--- config.mk ---
export PLATFORM = sky130hd
export DESIGN_NAME = oversampled_state_variable_filter_flat
export DESIGN_NICKNAME = d
export VERILOG_FILES = /design/src/rtl/core/osvf_pkg.sv /design/src/rtl/core/osvf_if.sv /design/src/rtl/core/osvf_front.sv /design/src/rtl/core/osvf_queue.sv /design/src/rtl/core/osvf_back.sv /design/src/rtl/core/oversampled_state_variable_filter.sv /design/src/flat_wrapper.sv
export SDC_FILE = /design/constraint.sdc
export NUM_CORES = 2
export LEC_CHECK = 0
export BUFFER_PORTS_ARGS = -buffer_cell sky130_fd_sc_hd__buf_2
export CAP_MARGIN = 30
export CORE_ASPECT_RATIO = 0.5
export CORE_UTILIZATION = 30
export CTS_BUF_LIST = sky130_fd_sc_hd__clkbuf_4
export DETAILED_ROUTE_END_ITERATION = 8
export HOLD_SLACK_MARGIN = 0.1
export RECOVER_POWER = 25
export SETUP_SLACK_MARGIN = 0.1
export SLEW_MARGIN = 5
export SYNTH_ARGS = -nofsm -noshare
export SYNTH_HDL_FRONTEND = slang
export SYNTH_SLANG_ARGS = --single-unit
--- constraint.sdc ---
create_clock -name clk -period 31.4 [get_ports clk]
set_clock_uncertainty 0.15 [all_clocks]
set_input_delay 4.71 -clock clk [delete_from_list [all_inputs] [get_ports clk]]
set_output_delay 4.71 -clock clk [all_outputs]
set_load 0.02 [all_outputs]
--- src/rtl/core/osvf_pkg.sv ---
// Package for the oversampled state-variable filter: widths, fixed-point constants,
// payload and control types, saturation helpers and the sequencer microcode table.
// Depends on nothing; every other file of the block uses it.
`default_nettype none

package osvf_pkg;

	localparam int SAMPLE_WIDTH = 24;
	localparam int STATE_WIDTH = 32;
	localparam int FRAC = 22;
	localparam int CTRL_W = 16;

	localparam int COEF_W = 24;
	localparam int POLY_W = COEF_W + 2;
	localparam int OPA_W = STATE_WIDTH + 2;
	localparam int P_W = OPA_W + COEF_W + 1;
	localparam int R_W = P_W - FRAC;
	localparam int EXT_W = R_W + 2;
	localparam int ACC_W = R_W + 1;
	localparam int Y_W = R_W + 10;
	localparam int XE_W = SAMPLE_WIDTH + STATE_WIDTH;

	localparam int XSH = SAMPLE_WIDTH - 23;
	localparam int XSH_L = (XSH > 0) ? XSH : 0;
	localparam int XSH_R = (XSH < 0) ? -XSH : 0;

	localparam int ANGLE_PROD_W = 38;
	localparam int ANGLE_SHIFT = 16;
	localparam logic [ANGLE_PROD_W-1:0] ANGLE_K = ANGLE_PROD_W'(2178742);
	localparam logic [ANGLE_PROD_W-1:0] ANGLE_ROUND = ANGLE_PROD_W'(32768);
	localparam int DAMP_SHIFT = 6;
	localparam logic [CTRL_W:0] DAMP_ONE = {1'b1, {CTRL_W{1'b0}}};

	localparam logic [COEF_W-1:0] TAYLOR3 = COEF_W'(699051);
	localparam logic [COEF_W-1:0] TAYLOR5 = COEF_W'(34953);
	localparam logic [COEF_W-1:0] TAYLOR7 = COEF_W'(832);
	localparam logic [COEF_W-1:0] THIRD_Q22 = COEF_W'(1398101);
	localparam logic signed [P_W-1:0] ROUND_HALF = P_W'(2097152);

	localparam logic signed [EXT_W-1:0] ST_MAX = EXT_W'({1'b0, {(STATE_WIDTH-1){1'b1}}});
	localparam logic signed [EXT_W-1:0] ST_MIN = ~ST_MAX;
	localparam logic signed [Y_W-1:0] SMP_MAX = Y_W'({1'b0, {(SAMPLE_WIDTH-1){1'b1}}});
	localparam logic signed [Y_W-1:0] SMP_MIN = ~SMP_MAX;

	localparam int MODE_W = 3;
	localparam int CFG_IDX_W = 1;
	localparam int CFG_DATA_W = 16;
	localparam logic [CFG_IDX_W-1:0] REG_FILTER_MODE = 1'd0;
	localparam logic [CFG_IDX_W-1:0] REG_MIN_CUTOFF = 1'd1;
	localparam logic [CTRL_W-1:0] MIN_CUTOFF_RST = 16'd30;

	localparam int QDEPTH = 2;
	localparam int QPTR_W = $clog2(QDEPTH);
	localparam int QCNT_W = $clog2(QDEPTH + 1);

	localparam int STEP_W = 5;
	localparam int SEQ_LAST = 28;

	typedef enum logic [MODE_W-1:0] {
		MODE_BYPASS = 3'd0,
		MODE_LOWPASS = 3'd1,
		MODE_HIGHPASS = 3'd2,
		MODE_BANDPASS = 3'd3,
		MODE_NOTCH = 3'd4
	} mode_t;

	typedef struct packed {
		logic [MODE_W-1:0] filter_mode;
		logic [CTRL_W-1:0] min_cutoff;
	} cfg_t;

	typedef struct packed {
		mode_t mode;
		logic signed [SAMPLE_WIDTH-1:0] raw;
		logic signed [STATE_WIDTH-1:0] x;
		logic [COEF_W-1:0] w;
		logic [COEF_W-1:0] q;
	} job_t;

	typedef enum logic [3:0] {
		OPA_ANGLE, OPA_W2, OPA_W3, OPA_W5, OPA_W7, OPA_BP, OPA_HP, OPA_AVG1, OPA_SH
	} opa_t;

	typedef enum logic [2:0] {
		OPB_W, OPB_W2, OPB_T3, OPB_T5, OPB_T7, OPB_F, OPB_Q, OPB_THIRD
	} opb_t;

	typedef enum logic [3:0] {
		DST_NONE, DST_W2, DST_W3, DST_W5, DST_W7, DST_T3, DST_T5, DST_T7,
		DST_LP, DST_HP, DST_BP, DST_ACC_SET, DST_ACC_ADD, DST_OUT
	} dst_t;

	typedef struct packed {
		logic issue;
		opa_t opa;
		opb_t opb;
		dst_t dst;
	} micro_t;

	function automatic micro_t mk_op(input logic issue, input opa_t opa, input opb_t opb,
			input dst_t dst);
		micro_t m;
		m.issue = issue;
		m.opa = opa;
		m.opb = opb;
		m.dst = dst;
		return m;
	endfunction

	// Each step may start one multiply and retire the one started in the step before.
	function automatic micro_t seq_op(input logic [STEP_W-1:0] step);
		micro_t m;
		unique case (step)
			5'd0: m = mk_op(1'b1, OPA_ANGLE, OPB_W, DST_NONE);
			5'd1: m = mk_op(1'b0, OPA_ANGLE, OPB_W, DST_W2);
			5'd2: m = mk_op(1'b1, OPA_W2, OPB_W, DST_NONE);
			5'd3: m = mk_op(1'b0, OPA_ANGLE, OPB_W, DST_W3);
			5'd4: m = mk_op(1'b1, OPA_W3, OPB_W2, DST_NONE);
			5'd5: m = mk_op(1'b1, OPA_W3, OPB_T3, DST_W5);
			5'd6: m = mk_op(1'b1, OPA_W5, OPB_W2, DST_T3);
			5'd7: m = mk_op(1'b1, OPA_W5, OPB_T5, DST_W7);
			5'd8: m = mk_op(1'b1, OPA_W7, OPB_T7, DST_T5);
			5'd9: m = mk_op(1'b0, OPA_ANGLE, OPB_W, DST_T7);
			5'd10, 5'd15, 5'd20: m = mk_op(1'b1, OPA_BP, OPB_F, DST_NONE);
			5'd11, 5'd16, 5'd21: m = mk_op(1'b1, OPA_BP, OPB_Q, DST_LP);
			5'd12, 5'd17, 5'd22: m = mk_op(1'b0, OPA_ANGLE, OPB_W, DST_HP);
			5'd13, 5'd18, 5'd23: m = mk_op(1'b1, OPA_HP, OPB_F, DST_NONE);
			5'd14, 5'd19, 5'd24: m = mk_op(1'b0, OPA_ANGLE, OPB_W, DST_BP);
			5'd25: m = mk_op(1'b1, OPA_AVG1, OPB_THIRD, DST_NONE);
			5'd26: m = mk_op(1'b1, OPA_SH, OPB_THIRD, DST_ACC_SET);
			5'd27: m = mk_op(1'b0, OPA_ANGLE, OPB_W, DST_ACC_ADD);
			5'd28: m = mk_op(1'b0, OPA_ANGLE, OPB_W, DST_OUT);
			default: m = mk_op(1'b0, OPA_ANGLE, OPB_W, DST_NONE);
		endcase
		return m;
	endfunction

	function automatic logic signed [STATE_WIDTH-1:0] sat_state(input logic signed [EXT_W-1:0] v);
		logic signed [STATE_WIDTH-1:0] o;
		if (v > ST_MAX) begin
			o = STATE_WIDTH'(ST_MAX);
		end else if (v < ST_MIN) begin
			o = STATE_WIDTH'(ST_MIN);
		end else begin
			o = STATE_WIDTH'(v);
		end
		return o;
	endfunction

	function automatic logic signed [SAMPLE_WIDTH-1:0] sat_sample(input logic signed [Y_W-1:0] v);
		logic signed [SAMPLE_WIDTH-1:0] o;
		if (v > SMP_MAX) begin
			o = SAMPLE_WIDTH'(SMP_MAX);
		end else if (v < SMP_MIN) begin
			o = SAMPLE_WIDTH'(SMP_MIN);
		end else begin
			o = SAMPLE_WIDTH'(v);
		end
		return o;
	endfunction

endpackage

`default_nettype wire

--- src/rtl/core/osvf_if.sv ---
// Valid/ready channel interfaces for the filter's sample input and output.
// Depends on osvf_pkg for the sample and control widths.
`default_nettype none

interface osvf_in_if;
	logic valid;
	logic ready;
	logic signed [osvf_pkg::SAMPLE_WIDTH-1:0] sample_in;
	logic [osvf_pkg::CTRL_W-1:0] cutoff;
	logic [osvf_pkg::CTRL_W-1:0] resonance;

	modport source (output valid, output sample_in, output cutoff, output resonance,
		input ready);
	modport sink (input valid, input sample_in, input cutoff, input resonance,
		output ready);
endinterface

interface osvf_out_if;
	logic valid;
	logic ready;
	logic signed [osvf_pkg::SAMPLE_WIDTH-1:0] sample_out;

	modport source (output valid, output sample_out, input ready);
	modport sink (input valid, input sample_out, output ready);
endinterface

`default_nettype wire

--- src/rtl/core/osvf_front.sv ---
// Front end: accepts input beats, classifies them as bypass or filter jobs and
// prepares the sample, angle and damping. Depends on osvf_pkg and osvf_in_if.
`default_nettype none

module osvf_front (
	osvf_in_if.sink in_ch,
	input osvf_pkg::cfg_t cfg,
	input logic full,
	output logic push,
	output osvf_pkg::job_t job
);

	logic signed [osvf_pkg::XE_W-1:0] xe;
	logic [osvf_pkg::CTRL_W-1:0] c_eff;
	logic [osvf_pkg::ANGLE_PROD_W-1:0] wprod;
	logic [osvf_pkg::CTRL_W:0] damp;

	assign in_ch.ready = !full;
	assign push = in_ch.valid && !full;

	always_comb begin
		xe = (osvf_pkg::XE_W'(in_ch.sample_in) <<< osvf_pkg::XSH_R) >>> osvf_pkg::XSH_L;
		c_eff = (in_ch.cutoff < cfg.min_cutoff) ? cfg.min_cutoff : in_ch.cutoff;
		wprod = osvf_pkg::ANGLE_PROD_W'(c_eff) * osvf_pkg::ANGLE_K + osvf_pkg::ANGLE_ROUND;
		damp = osvf_pkg::DAMP_ONE - {1'b0, in_ch.resonance};

		job.raw = in_ch.sample_in;
		job.x = xe[osvf_pkg::STATE_WIDTH-1:0];
		job.w = osvf_pkg::COEF_W'(wprod >> osvf_pkg::ANGLE_SHIFT);
		job.q = osvf_pkg::COEF_W'({damp, {osvf_pkg::DAMP_SHIFT{1'b0}}});

		case (cfg.filter_mode)
			osvf_pkg::MODE_LOWPASS: job.mode = osvf_pkg::MODE_LOWPASS;
			osvf_pkg::MODE_HIGHPASS: job.mode = osvf_pkg::MODE_HIGHPASS;
			osvf_pkg::MODE_BANDPASS: job.mode = osvf_pkg::MODE_BANDPASS;
			osvf_pkg::MODE_NOTCH: job.mode = osvf_pkg::MODE_NOTCH;
			default: job.mode = osvf_pkg::MODE_BYPASS;
		endcase
	end

endmodule

`default_nettype wire

--- src/rtl/core/osvf_queue.sv ---
// Short job queue between the front end and the sequencer.
// Depends on osvf_pkg for the job type and depth; the depth is a power of two.
`default_nettype none

module osvf_queue (
	input logic clk,
	input logic arst_n,
	input logic push,
	input osvf_pkg::job_t push_job,
	output logic full,
	input logic pop,
	output logic pop_valid,
	output osvf_pkg::job_t pop_job
);

	osvf_pkg::job_t entries_q [osvf_pkg::QDEPTH];
	logic [osvf_pkg::QPTR_W-1:0] wr_ptr_q;
	logic [osvf_pkg::QPTR_W-1:0] rd_ptr_q;
	logic [osvf_pkg::QCNT_W-1:0] count_q;

	assign full = (count_q == osvf_pkg::QCNT_W'(osvf_pkg::QDEPTH));
	assign pop_valid = (count_q != '0);
	assign pop_job = entries_q[rd_ptr_q];

	always_ff @(posedge clk) begin
		if (push) begin
			entries_q[wr_ptr_q] <= push_job;
		end
	end

	always_ff @(posedge clk or negedge arst_n) begin
		if (!arst_n) begin
			wr_ptr_q <= '0;
			rd_ptr_q <= '0;
			count_q <= '0;
		end else begin
			if (push) begin
				wr_ptr_q <= wr_ptr_q + 1'b1;
			end
			if (pop) begin
				rd_ptr_q <= rd_ptr_q + 1'b1;
			end
			if (push && !pop) begin
				count_q <= count_q + 1'b1;
			end else if (pop && !push) begin
				count_q <= count_q - 1'b1;
			end
		end
	end

endmodule

`default_nettype wire

--- src/rtl/core/osvf_back.sv ---
// Back end: a microcoded sequencer around one shared multiplier that computes the
// coefficient, runs three filter passes and the averages, then drives the output register;
// bypass jobs go straight to the output register. Depends on osvf_pkg and osvf_out_if.
`default_nettype none

module osvf_back (
	input logic clk,
	input logic arst_n,
	input logic deq_valid,
	input osvf_pkg::job_t deq_job,
	output logic pop,
	osvf_out_if.source out_ch
);

	typedef enum logic [1:0] {ST_IDLE, ST_RUN, ST_DONE} state_t;

	state_t state_q;
	logic [osvf_pkg::STEP_W-1:0] step_q;
	logic out_valid_q;
	logic signed [osvf_pkg::SAMPLE_WIDTH-1:0] out_sample_q;
	logic signed [osvf_pkg::SAMPLE_WIDTH-1:0] res_q;

	osvf_pkg::mode_t mode_q;
	logic signed [osvf_pkg::STATE_WIDTH-1:0] x_q;
	logic [osvf_pkg::COEF_W-1:0] w_q, q_q, w2_q, w3_q, w5_q, w7_q, f_q;
	logic signed [osvf_pkg::POLY_W-1:0] poly_q;
	logic signed [osvf_pkg::STATE_WIDTH-1:0] lp_q, bp_q, hp_q;
	logic signed [osvf_pkg::OPA_W-1:0] sl_q, sh_q, sb_q;
	logic signed [osvf_pkg::ACC_W-1:0] acc_q;
	logic signed [osvf_pkg::P_W-1:0] prod_q;

	osvf_pkg::micro_t uop;
	logic run;
	logic out_free;
	logic signed [osvf_pkg::OPA_W-1:0] opa;
	logic [osvf_pkg::COEF_W-1:0] opb;
	logic signed [osvf_pkg::P_W-1:0] prod_c;
	logic signed [osvf_pkg::R_W-1:0] r;
	logic signed [osvf_pkg::POLY_W-1:0] r_poly;
	logic signed [osvf_pkg::POLY_W-1:0] fdiff;
	logic signed [osvf_pkg::STATE_WIDTH-1:0] lp_new, hp_new, bp_new;
	logic signed [osvf_pkg::Y_W-1:0] y;
	logic signed [osvf_pkg::SAMPLE_WIDTH-1:0] res_c;

	assign uop = osvf_pkg::seq_op(step_q);
	assign run = (state_q == ST_RUN);
	assign pop = (state_q == ST_IDLE) && deq_valid;
	assign out_free = !out_valid_q || out_ch.ready;
	assign out_ch.valid = out_valid_q;
	assign out_ch.sample_out = out_sample_q;

	always_comb begin
		unique case (uop.opa)
			osvf_pkg::OPA_ANGLE: opa = osvf_pkg::OPA_W'(w_q);
			osvf_pkg::OPA_W2: opa = osvf_pkg::OPA_W'(w2_q);
			osvf_pkg::OPA_W3: opa = osvf_pkg::OPA_W'(w3_q);
			osvf_pkg::OPA_W5: opa = osvf_pkg::OPA_W'(w5_q);
			osvf_pkg::OPA_W7: opa = osvf_pkg::OPA_W'(w7_q);
			osvf_pkg::OPA_BP: opa = osvf_pkg::OPA_W'(bp_q);
			osvf_pkg::OPA_HP: opa = osvf_pkg::OPA_W'(hp_q);
			osvf_pkg::OPA_SH: opa = sh_q;
			osvf_pkg::OPA_AVG1: begin
				case (mode_q)
					osvf_pkg::MODE_HIGHPASS: opa = sh_q;
					osvf_pkg::MODE_BANDPASS: opa = sb_q;
					default: opa = sl_q;
				endcase
			end
			default: opa = '0;
		endcase

		unique case (uop.opb)
			osvf_pkg::OPB_W: opb = w_q;
			osvf_pkg::OPB_W2: opb = w2_q;
			osvf_pkg::OPB_T3: opb = osvf_pkg::TAYLOR3;
			osvf_pkg::OPB_T5: opb = osvf_pkg::TAYLOR5;
			osvf_pkg::OPB_T7: opb = osvf_pkg::TAYLOR7;
			osvf_pkg::OPB_F: opb = f_q;
			osvf_pkg::OPB_Q: opb = q_q;
			osvf_pkg::OPB_THIRD: opb = osvf_pkg::THIRD_Q22;
			default: opb = '0;
		endcase

		// Rounding half up is folded into the multiply so the retire step is a plain shift.
		prod_c = opa * $signed({1'b0, opb}) + osvf_pkg::ROUND_HALF;
		r = osvf_pkg::R_W'(prod_q >>> osvf_pkg::FRAC);
		r_poly = $signed(r[osvf_pkg::POLY_W-1:0]);
		fdiff = poly_q - r_poly;

		lp_new = osvf_pkg::sat_state(osvf_pkg::EXT_W'(lp_q) + osvf_pkg::EXT_W'(r));
		hp_new = osvf_pkg::sat_state(osvf_pkg::EXT_W'(x_q) - osvf_pkg::EXT_W'(lp_q)
			- osvf_pkg::EXT_W'(r));
		bp_new = osvf_pkg::sat_state(osvf_pkg::EXT_W'(bp_q) + osvf_pkg::EXT_W'(r));

		y = (osvf_pkg::Y_W'(acc_q) <<< osvf_pkg::XSH_L) >>> osvf_pkg::XSH_R;
		res_c = osvf_pkg::sat_sample(y);
	end

	always_ff @(posedge clk) begin
		if (pop) begin
			mode_q <= deq_job.mode;
			x_q <= deq_job.x;
			w_q <= deq_job.w;
			q_q <= deq_job.q;
			sl_q <= '0;
			sh_q <= '0;
			sb_q <= '0;
		end
		if (run && uop.issue) begin
			prod_q <= prod_c;
		end
		if (run) begin
			case (uop.dst)
				osvf_pkg::DST_W2: w2_q <= r[osvf_pkg::COEF_W-1:0];
				osvf_pkg::DST_W3: w3_q <= r[osvf_pkg::COEF_W-1:0];
				osvf_pkg::DST_W5: w5_q <= r[osvf_pkg::COEF_W-1:0];
				osvf_pkg::DST_W7: w7_q <= r[osvf_pkg::COEF_W-1:0];
				osvf_pkg::DST_T3: poly_q <= $signed({2'b00, w_q}) - r_poly;
				osvf_pkg::DST_T5: poly_q <= poly_q + r_poly;
				osvf_pkg::DST_T7: f_q <= {fdiff[osvf_pkg::COEF_W-2:0], 1'b0};
				osvf_pkg::DST_LP: sl_q <= sl_q + osvf_pkg::OPA_W'(lp_new);
				osvf_pkg::DST_HP: begin
					hp_q <= hp_new;
					sh_q <= sh_q + osvf_pkg::OPA_W'(hp_new);
				end
				osvf_pkg::DST_BP: sb_q <= sb_q + osvf_pkg::OPA_W'(bp_new);
				osvf_pkg::DST_ACC_SET: acc_q <= osvf_pkg::ACC_W'(r);
				osvf_pkg::DST_ACC_ADD: begin
					if (mode_q == osvf_pkg::MODE_NOTCH) begin
						acc_q <= acc_q + osvf_pkg::ACC_W'(r);
					end
				end
				default: ;
			endcase
		end
	end

	always_ff @(posedge clk or negedge arst_n) begin
		if (!arst_n) begin
			lp_q <= '0;
			bp_q <= '0;
		end else if (run) begin
			if (uop.dst == osvf_pkg::DST_LP) begin
				lp_q <= lp_new;
			end
			if (uop.dst == osvf_pkg::DST_BP) begin
				bp_q <= bp_new;
			end
		end
	end

	always_ff @(posedge clk or negedge arst_n) begin
		if (!arst_n) begin
			state_q <= ST_IDLE;
			step_q <= '0;
			res_q <= '0;
			out_valid_q <= 1'b0;
			out_sample_q <= '0;
		end else begin
			if (state_q == ST_DONE && out_free) begin
				out_valid_q <= 1'b1;
			end else if (out_ch.ready) begin
				out_valid_q <= 1'b0;
			end
			unique case (state_q)
				ST_IDLE: begin
					if (deq_valid) begin
						if (deq_job.mode == osvf_pkg::MODE_BYPASS) begin
							res_q <= deq_job.raw;
							state_q <= ST_DONE;
						end else begin
							step_q <= '0;
							state_q <= ST_RUN;
						end
					end
				end
				ST_RUN: begin
					if (step_q == osvf_pkg::STEP_W'(osvf_pkg::SEQ_LAST)) begin
						res_q <= res_c;
						state_q <= ST_DONE;
					end else begin
						step_q <= step_q + 1'b1;
					end
				end
				ST_DONE: begin
					if (out_free) begin
						out_sample_q <= res_q;
						state_q <= ST_IDLE;
					end
				end
				default: state_q <= ST_IDLE;
			endcase
		end
	end

endmodule

`default_nettype wire

--- src/rtl/core/oversampled_state_variable_filter.sv ---
// Oversampled state-variable filter, top level: configuration registers, front end,
// job queue and multiplier sequencer. Depends on osvf_pkg, osvf_if, osvf_front,
// osvf_queue and osvf_back.
// A filtered beat passes through the queue, the 29-step shared-multiplier sequence and the
// output register; a bypassed beat skips the sequence. The sequencer finishes one sample
// before it takes the next, and the two-entry queue absorbs input.
// Reset clears the filter state, the queue and the output, and loads the register defaults.
`default_nettype none

module oversampled_state_variable_filter (
	input logic clk,
	input logic arst_n,
	input logic cfg_we,
	input logic [osvf_pkg::CFG_IDX_W-1:0] cfg_index,
	input logic [osvf_pkg::CFG_DATA_W-1:0] cfg_wdata,
	osvf_in_if.sink in_ch,
	osvf_out_if.source out_ch
);

	osvf_pkg::cfg_t cfg_q;
	logic push;
	logic full;
	logic pop;
	logic deq_valid;
	osvf_pkg::job_t enq_job;
	osvf_pkg::job_t deq_job;

	always_ff @(posedge clk or negedge arst_n) begin
		if (!arst_n) begin
			cfg_q.filter_mode <= osvf_pkg::MODE_BYPASS;
			cfg_q.min_cutoff <= osvf_pkg::MIN_CUTOFF_RST;
		end else if (cfg_we) begin
			unique case (cfg_index)
				osvf_pkg::REG_FILTER_MODE: cfg_q.filter_mode <= cfg_wdata[osvf_pkg::MODE_W-1:0];
				osvf_pkg::REG_MIN_CUTOFF: cfg_q.min_cutoff <= cfg_wdata[osvf_pkg::CTRL_W-1:0];
				default: ;
			endcase
		end
	end

	osvf_front u_front (
		.in_ch(in_ch),
		.cfg(cfg_q),
		.full(full),
		.push(push),
		.job(enq_job)
	);

	osvf_queue u_queue (
		.clk(clk),
		.arst_n(arst_n),
		.push(push),
		.push_job(enq_job),
		.full(full),
		.pop(pop),
		.pop_valid(deq_valid),
		.pop_job(deq_job)
	);

	osvf_back u_back (
		.clk(clk),
		.arst_n(arst_n),
		.deq_valid(deq_valid),
		.deq_job(deq_job),
		.pop(pop),
		.out_ch(out_ch)
	);

endmodule

`default_nettype wire

--- src/flat_wrapper.sv ---
// flat-port wrapper written by rule: the top's interface ports become plain ports
module oversampled_state_variable_filter_flat 
  (clk, arst_n, cfg_we, cfg_index, cfg_wdata, in_ch_valid, in_ch_sample_in, in_ch_cutoff, in_ch_resonance, in_ch_ready, out_ch_valid, out_ch_sample_out, out_ch_ready);
  osvf_in_if in_ch_i ();
  osvf_out_if out_ch_i ();
  input logic clk;
  input logic arst_n;
  input logic cfg_we;
  input logic [osvf_pkg::CFG_IDX_W-1:0] cfg_index;
  input logic [osvf_pkg::CFG_DATA_W-1:0] cfg_wdata;
  input wire logic [$bits(in_ch_i.valid)-1:0] in_ch_valid;
  input wire logic [$bits(in_ch_i.sample_in)-1:0] in_ch_sample_in;
  input wire logic [$bits(in_ch_i.cutoff)-1:0] in_ch_cutoff;
  input wire logic [$bits(in_ch_i.resonance)-1:0] in_ch_resonance;
  output wire logic [$bits(in_ch_i.ready)-1:0] in_ch_ready;
  output wire logic [$bits(out_ch_i.valid)-1:0] out_ch_valid;
  output wire logic [$bits(out_ch_i.sample_out)-1:0] out_ch_sample_out;
  input wire logic [$bits(out_ch_i.ready)-1:0] out_ch_ready;
  assign in_ch_i.valid = in_ch_valid;
  assign in_ch_i.sample_in = in_ch_sample_in;
  assign in_ch_i.cutoff = in_ch_cutoff;
  assign in_ch_i.resonance = in_ch_resonance;
  assign in_ch_ready = in_ch_i.ready;
  assign out_ch_valid = out_ch_i.valid;
  assign out_ch_sample_out = out_ch_i.sample_out;
  assign out_ch_i.ready = out_ch_ready;
  oversampled_state_variable_filter u_core (.clk(clk), .arst_n(arst_n), .cfg_we(cfg_we), .cfg_index(cfg_index), .cfg_wdata(cfg_wdata), .in_ch(in_ch_i), .out_ch(out_ch_i));
endmodule
## Word-level counts from Yosys, hierarchy flattened

Memories as Yosys holds them, arrays and structs flattened.
Cells that the tools add are included.

- ROM bits: 384
- Input bits: 78
- Output and inout port bits: 26
- Memory bits (writable): 196
- Memories kept: 2
- Flip-flop bits (word level): 602

- Eq/ne operators: 45
- Multipliers: 2
- $add $sub $neg: 19
- Bitwise gates (word level): 1
- Order comparisons: 9
- Multiplexer cells: 44
- Reductions and logical operators: 37

Memories:

| name | words | bits a word | read ports | clocked after Yosys merged registers in | write ports | RTL line | source |
|---|---|---|---|---|---|---|---|
| (name not given) | 32 | 12 | 1 | 0 | 0 | osvf_pkg.sv:113 | `unique case (step)` |
| u_core.u_queue.entries_q | 2 | 98 | 1 | 0 | 1 | osvf_queue.sv:16 | `osvf_pkg::job_t entries_q [osvf_pkg::QDEPTH];` |

Operator list:

| cell | number |
|---|---|
| two-way mux 34 bit | 9 |
| one-hot mux 34 bit (9 select lines) | 1 |
| two-way mux 32 bit | 6 |
| one-hot mux 24 bit (8 select lines) | 1 |
| two-way mux 24 bit | 5 |
| greater-than comparator 38 x 32 -> 1 bit (second input constant) | 3 |
| < comparator 38 x 32 -> 1 bit (second input constant) | 3 |
| adder 34 x 32 -> 34 bit | 3 |
| adder 32 x 37 -> 38 bit | 2 |
| one-hot mux 38 bit (2 select lines) | 1 |
| one-hot mux 34 bit (2 select lines) | 1 |
| adder 59 x 23 -> 59 bit (second input constant) | 1 |
| multiplier 34 x 25 -> 59 bit | 1 |
| one-hot mux 26 bit (2 select lines) | 1 |
| one-hot mux 24 bit (2 select lines) | 1 |
| greater-than comparator 39 x 24 -> 1 bit (second input constant) | 1 |
| < comparator 39 x 24 -> 1 bit (second input constant) | 1 |
| adder 38 x 16 -> 38 bit (second input constant) | 1 |
| adder 38 x 37 -> 38 bit | 1 |
| two-way mux 38 bit | 1 |
| subtractor 33 x 37 -> 38 bit | 1 |
| multiplier 16 x 21 -> 37 bit (second input constant) | 1 |
| subtractor 32 x 32 -> 33 bit | 1 |
| equality test 4 x 3 -> 1 bit (second input constant) | 8 |
| 38 further kinds | 102 |

## Depth between registers and ports, before layout

- Depth in word-level cells: 8
- Gate-level depth with buffers: 46

## Modules after synthesis

A second synthesis with hierarchy kept.

- Cell total of the unflattened synthesis: 8700
- Area, all modules: 83789.1 um2

Modules (own cells, without submodules):

| module | cells an instance | instances | area an instance (um2) | sequential area each (um2) |
|---|---|---|---|---|
| osvf_back | 7392 | 1 | 67145.6 | 15014.4 |
| osvf_queue | 349 | 1 | 7980.2 | 6526.3 |
| osvf_front | 918 | 1 | 7948.9 | 0.0 |
| oversampled_state_variable_filter | 41 | 1 | 714.4 | 480.5 |

## Worst setup path after synthesis

No wires, ideal clock.

- Path type: input to register
- Start point: in in_ch_cutoff[13]
- End point: mem u_core.u_queue.entries_q[0][36] (netlist name), data pin
- Arrival time: 12.905 ns
- Buffers on the path: 1
- Setup slack: 18.083 ns
- Data required time: 30.988 ns
- Setup time: 0.262 ns
- Cell stages on the path: 35
- Cell sequence: ha_1 -> a21o_1 -> a21o_1 -> a21oi_1 -> o21ai_0 -> a211oi_4 -> clkbuf_1 -> mux2i_1 -> inv_1 -> ha_1 -> inv_1 -> fa_1 -> fa_1 -> fa_1 -> inv_1 -> fa_1 -> inv_1 -> fa_1 -> inv_1 -> ha_1 -> nand3_1 -> or2_2 -> nor2_1 -> nand2_1 -> a2111oi_1 -> o2111ai_1 -> a21oi_2 -> o21ai_1 -> o31ai_1 -> xor2_1 -> nand3b_1 -> nor4_1 -> xnor2_1 -> nand2b_1 -> xor2_1

RTL lines:

| item | RTL line | source |
|---|---|---|
| start: declaration | flat_wrapper.sv:13 | `input wire logic [$bits(in_ch_i.cutoff)-1:0] in_ch_cutoff;` |
| end: declaration | osvf_queue.sv:16 |  |

==> results.json <==
{
  "r2r_cells": 40,
  "r2r-end": "u_core.u_back.prod_q[58]",
  "gr-total-overflow": 0,
  "drive_gt1_share_pct": 8.703,
  "synth_edf_count": 446,
  "layout.nets": 10134,
  "die_w_microns": 724.1,
  "worst_pin_slew_ns": 3.401,
  "area_delta_synth_final_pct": 10.02,
  "routed_wl_microns": 237200,
  "ctsLongestPathBuffers": 3,
  "ys.flop_type": "edfxtp_1",
  "slew_headroom_pct": -126.7,
  "r2r_slack_ns": 18.96,
  "clock-root-buffer": "clkbuf_4",
  "end_kind": "flop",
  "cts_tree": "yes",
  "violations": "capacitance limit, slew limit",
  "start_util_pct": 30.20,
  "min_to": "u_core.u_back.res_q[22]",
  "grt_pass1_wl_microns": 364800,
  "synthCells": 8242,
  "grtUsageTotal_pct": 17.98,
  "rows": 132,
  "hold_viol_final": 0,
  "synth_area_sq_um": 78210,
  "grt_max_degree": 75,
  "avgSynthCellArea_sq_um": 9.489,
  "drc": 0,
  "clock_latency_ns": 1.25,
  "ant_nets": 0,
  "r2r-start": "u_core.u_back.step_q[0]",
  "clock.fmax_mhz": 74.25,
  "cts.hold.buffers_added": 0,
  "max_stage_delay_ns": 0.75,
  "synth-async-reset-ratio_pct": 20.69,
  "synth_seq_cells": 691,
  "min_period_over_period_pct": 42.89,
  "period_minus_slack_ns": 13.47,
  "dr.first_iter.drc_count": 5024,
  "cts_resized": 0,
  "hpwlAfterDp_microns": 184100,
  "ys_seq_area_share_pct": 24.32,
  "wl_per_cell_microns": 19.71,
  "arrival_ns": 14.25,
  "synth_nets": 10003,
  "tns_ns": 0,
  "nFillCells": 26877,
  "route.vias.total": 59995,
  "holdCritStartpoint": "u_core.u_back.res_q[22]",
  "path_class": "input port to flop",
  "core_sq_um": 259000,
  "setup_viol": 0,
  "dieArea_sq_um": 262900,
  "holdPathStages": 2,
  "ys_types": 97,
  "clkTransAtPathRegs_ns": 0.06,
  "first_pass_iters": 6,
  "first_global_vias": 61387,
  "die_y_microns": 363.0,
  "cp.required_ns": 32.18,
  "drv_slew": 293,
  "htree_num_levels": 4,
  "drv_cap": 7,
  "rsz0062_at_grt": "no",
  "cp_max_fo": 17,
  "cts.sinks": 691,
  "crit_slowest_cell": "a211oi_4",
  "drt-vias-per-instance": 4.986,
  "path_buf_inv": 6,
  "cts-buffers-inserted": 193,
  "status": "complete, but fails checks",
  "io_pins": 104,
  "gp_congestion": 0.9331,
  "holdCritPathClass": "flop to flop",
  "post_cts_buffers": 0,
  "antenna_found_initial": 7,
  "path_delay_family": "adder cells",
  "io_buffers": 103,
  "ys_warn_count": 0,
  "startpoint_type": "input port"
}
## flip-flops by register name, indices dropped and copies added (netlist names), 17 cells and up
register / cells
u_core.u_queue.entries_q: 132
u_core.u_back.acc_q: 38
u_core.u_back.prod_q: 37
u_core.u_back.sb_q: 34
u_core.u_back.sh_q: 34
u_core.u_back.sl_q: 34
u_core.u_back.bp_q: 32
u_core.u_back.hp_q: 32
u_core.u_back.lp_q: 32
u_core.u_back.out_ch.sample_out: 24
u_core.u_back.res_q: 24
u_core.u_back.w2_q: 24
u_core.u_back.w3_q: 24
u_core.u_back.w5_q: 24
u_core.u_back.w7_q: 24
u_core.u_back.f_q: 23
u_core.u_back.poly_q: 23
u_core.u_back.x_q: 23
u_core.u_back.w_q: 22
u_core.cfg_q: 19
u_core.u_back.q_q: 17
## layout by cell type (no fill, tap or decap), drive strengths merged, types with 67 or more instances in the layout
cell    instances
a21o          212
nand2b         74
a21oi         394
mux2          124
fa            989
dfrtp         139
xor2          129
dfxtp         102
mux2i          91
inv          1388
clkbuf        318
o21ai         487
buf           224
nand2         740
o21bai         67
xnor2         232
nand3         167
edfxtp        446
nor2          703
ha            694
## Yosys cell counts, types with 91 or more instances
cell type / instances / area share, %
inv_1: 1378 / 6.6
fa_1: 989 / 25
nand2_1: 740 / 3.6
nor2_1: 703 / 3.4
ha_1: 694 / 11
o21ai_0: 459 / 2.9
edfxtp_1: 446 / 17
a21oi_1: 392 / 2.5
clkbuf_1: 286 / 1.4
xnor2_1: 232 / 2.6
a21o_1: 211 / 2.0
nand3_1: 167 / 1.1
dfrtp_1: 139 / 4.4
xor2_1: 129 / 1.4
mux2_2: 124 / 1.8
dfxtp_1: 102 / 2.6
mux2i_1: 91 / 1.2
## per-stage QoR
| stage | worst slack [ns] | utilization [%] | cells | cell area [sq um] | hold WS [ns] |
|---|---|---|---|---|---|
| 2_1_floorplan | 18.08 | - | 8242 | 78210 | 0.2918 |
| 3_3_place_gp | 16.80 | 32.17 | 11649 | 83320 | 0.3132 |
| 3_5_place_dp | 16.79 | 32.21 | 11655 | 83420 | 0.3215 |
| 4_1_cts | 18.09 | 33.20 | 12014 | 85970 | 0.3295 |
| 5_1_grt | 17.21 | 33.22 | 12030 | 86030 | 0.3563 |
| 6_report | 17.93 | 33.22 | 12032 | 86040 | 0.3284 |
## logic make-up after synthesis
group	Yosys count	share of synthesized area, %
xor+xnor	361	4.043
fa+ha+maj	1683	36.42
compound gates	1568	12.71
simple gates	2024	11.36
flops	691	24.32
mux	215	2.950
buf+inv	1700	8.195
## per-layer routing
layer / track usage (%) / share of wire, % / vias up / wire [microns]
met4: 4.896 / 2.7 / 4 / 6367
li1: - / - / 27493 / -
met3: 3.496 / 7.5 / 375 / 17850
met5: 0 / 0.011 / - / 25
met1: 24.89 / 45 / 30070 / 107300
met2: 28.69 / 45 / 2053 / 105600
## worst max path at each step
| stage | cells after the start | to | startpoint | slack (ns) |
|---|---|---|---|---|
| 2_1_floorplan | 35 | u_core.u_queue.entries_q[0][36] | in_ch_cutoff[13] | 18.08 |
| 3_3_place_gp | 34 | u_core.u_queue.entries_q[0][36] | in_ch_cutoff[9] | 16.80 |
| 5_1_grt | 35 | u_core.u_queue.entries_q[0][38] | in_ch_cutoff[5] | 17.21 |
| 4_1_cts | 34 | u_core.u_queue.entries_q[0][36] | in_ch_cutoff[9] | 18.09 |
| 3_5_place_dp | 35 | u_core.u_queue.entries_q[0][36] | in_ch_cutoff[9] | 16.79 |
| 6_report | 35 | u_core.u_queue.entries_q[1][36] | in_ch_cutoff[9] | 17.93 |
## cell type report
type,count,area (sq um),area share (%)
flip-flops and latches,691,19020,22.10
inverters,1381,5185,6.026
diodes,11,27.53,0.03199
repair buffers,255,1710,1.988
clock buffers,287,2155,2.504
clock inverters,72,399.1,0.4639
well taps,3484,4359,5.067
multi-input cells,5851,53180,61.81
## tightest hold or removal path, delay by kind of cell, from the launching register on
kind             cells  cell delay, ns
AO/OA/AOI/OAI        1            0.06
flip-flops           1            0.33
AND/OR/NAND/NOR      1            0.05
Power is not shown: default switching activity piles up to over one toggle a cycle in this logic, so the estimate is an artifact.
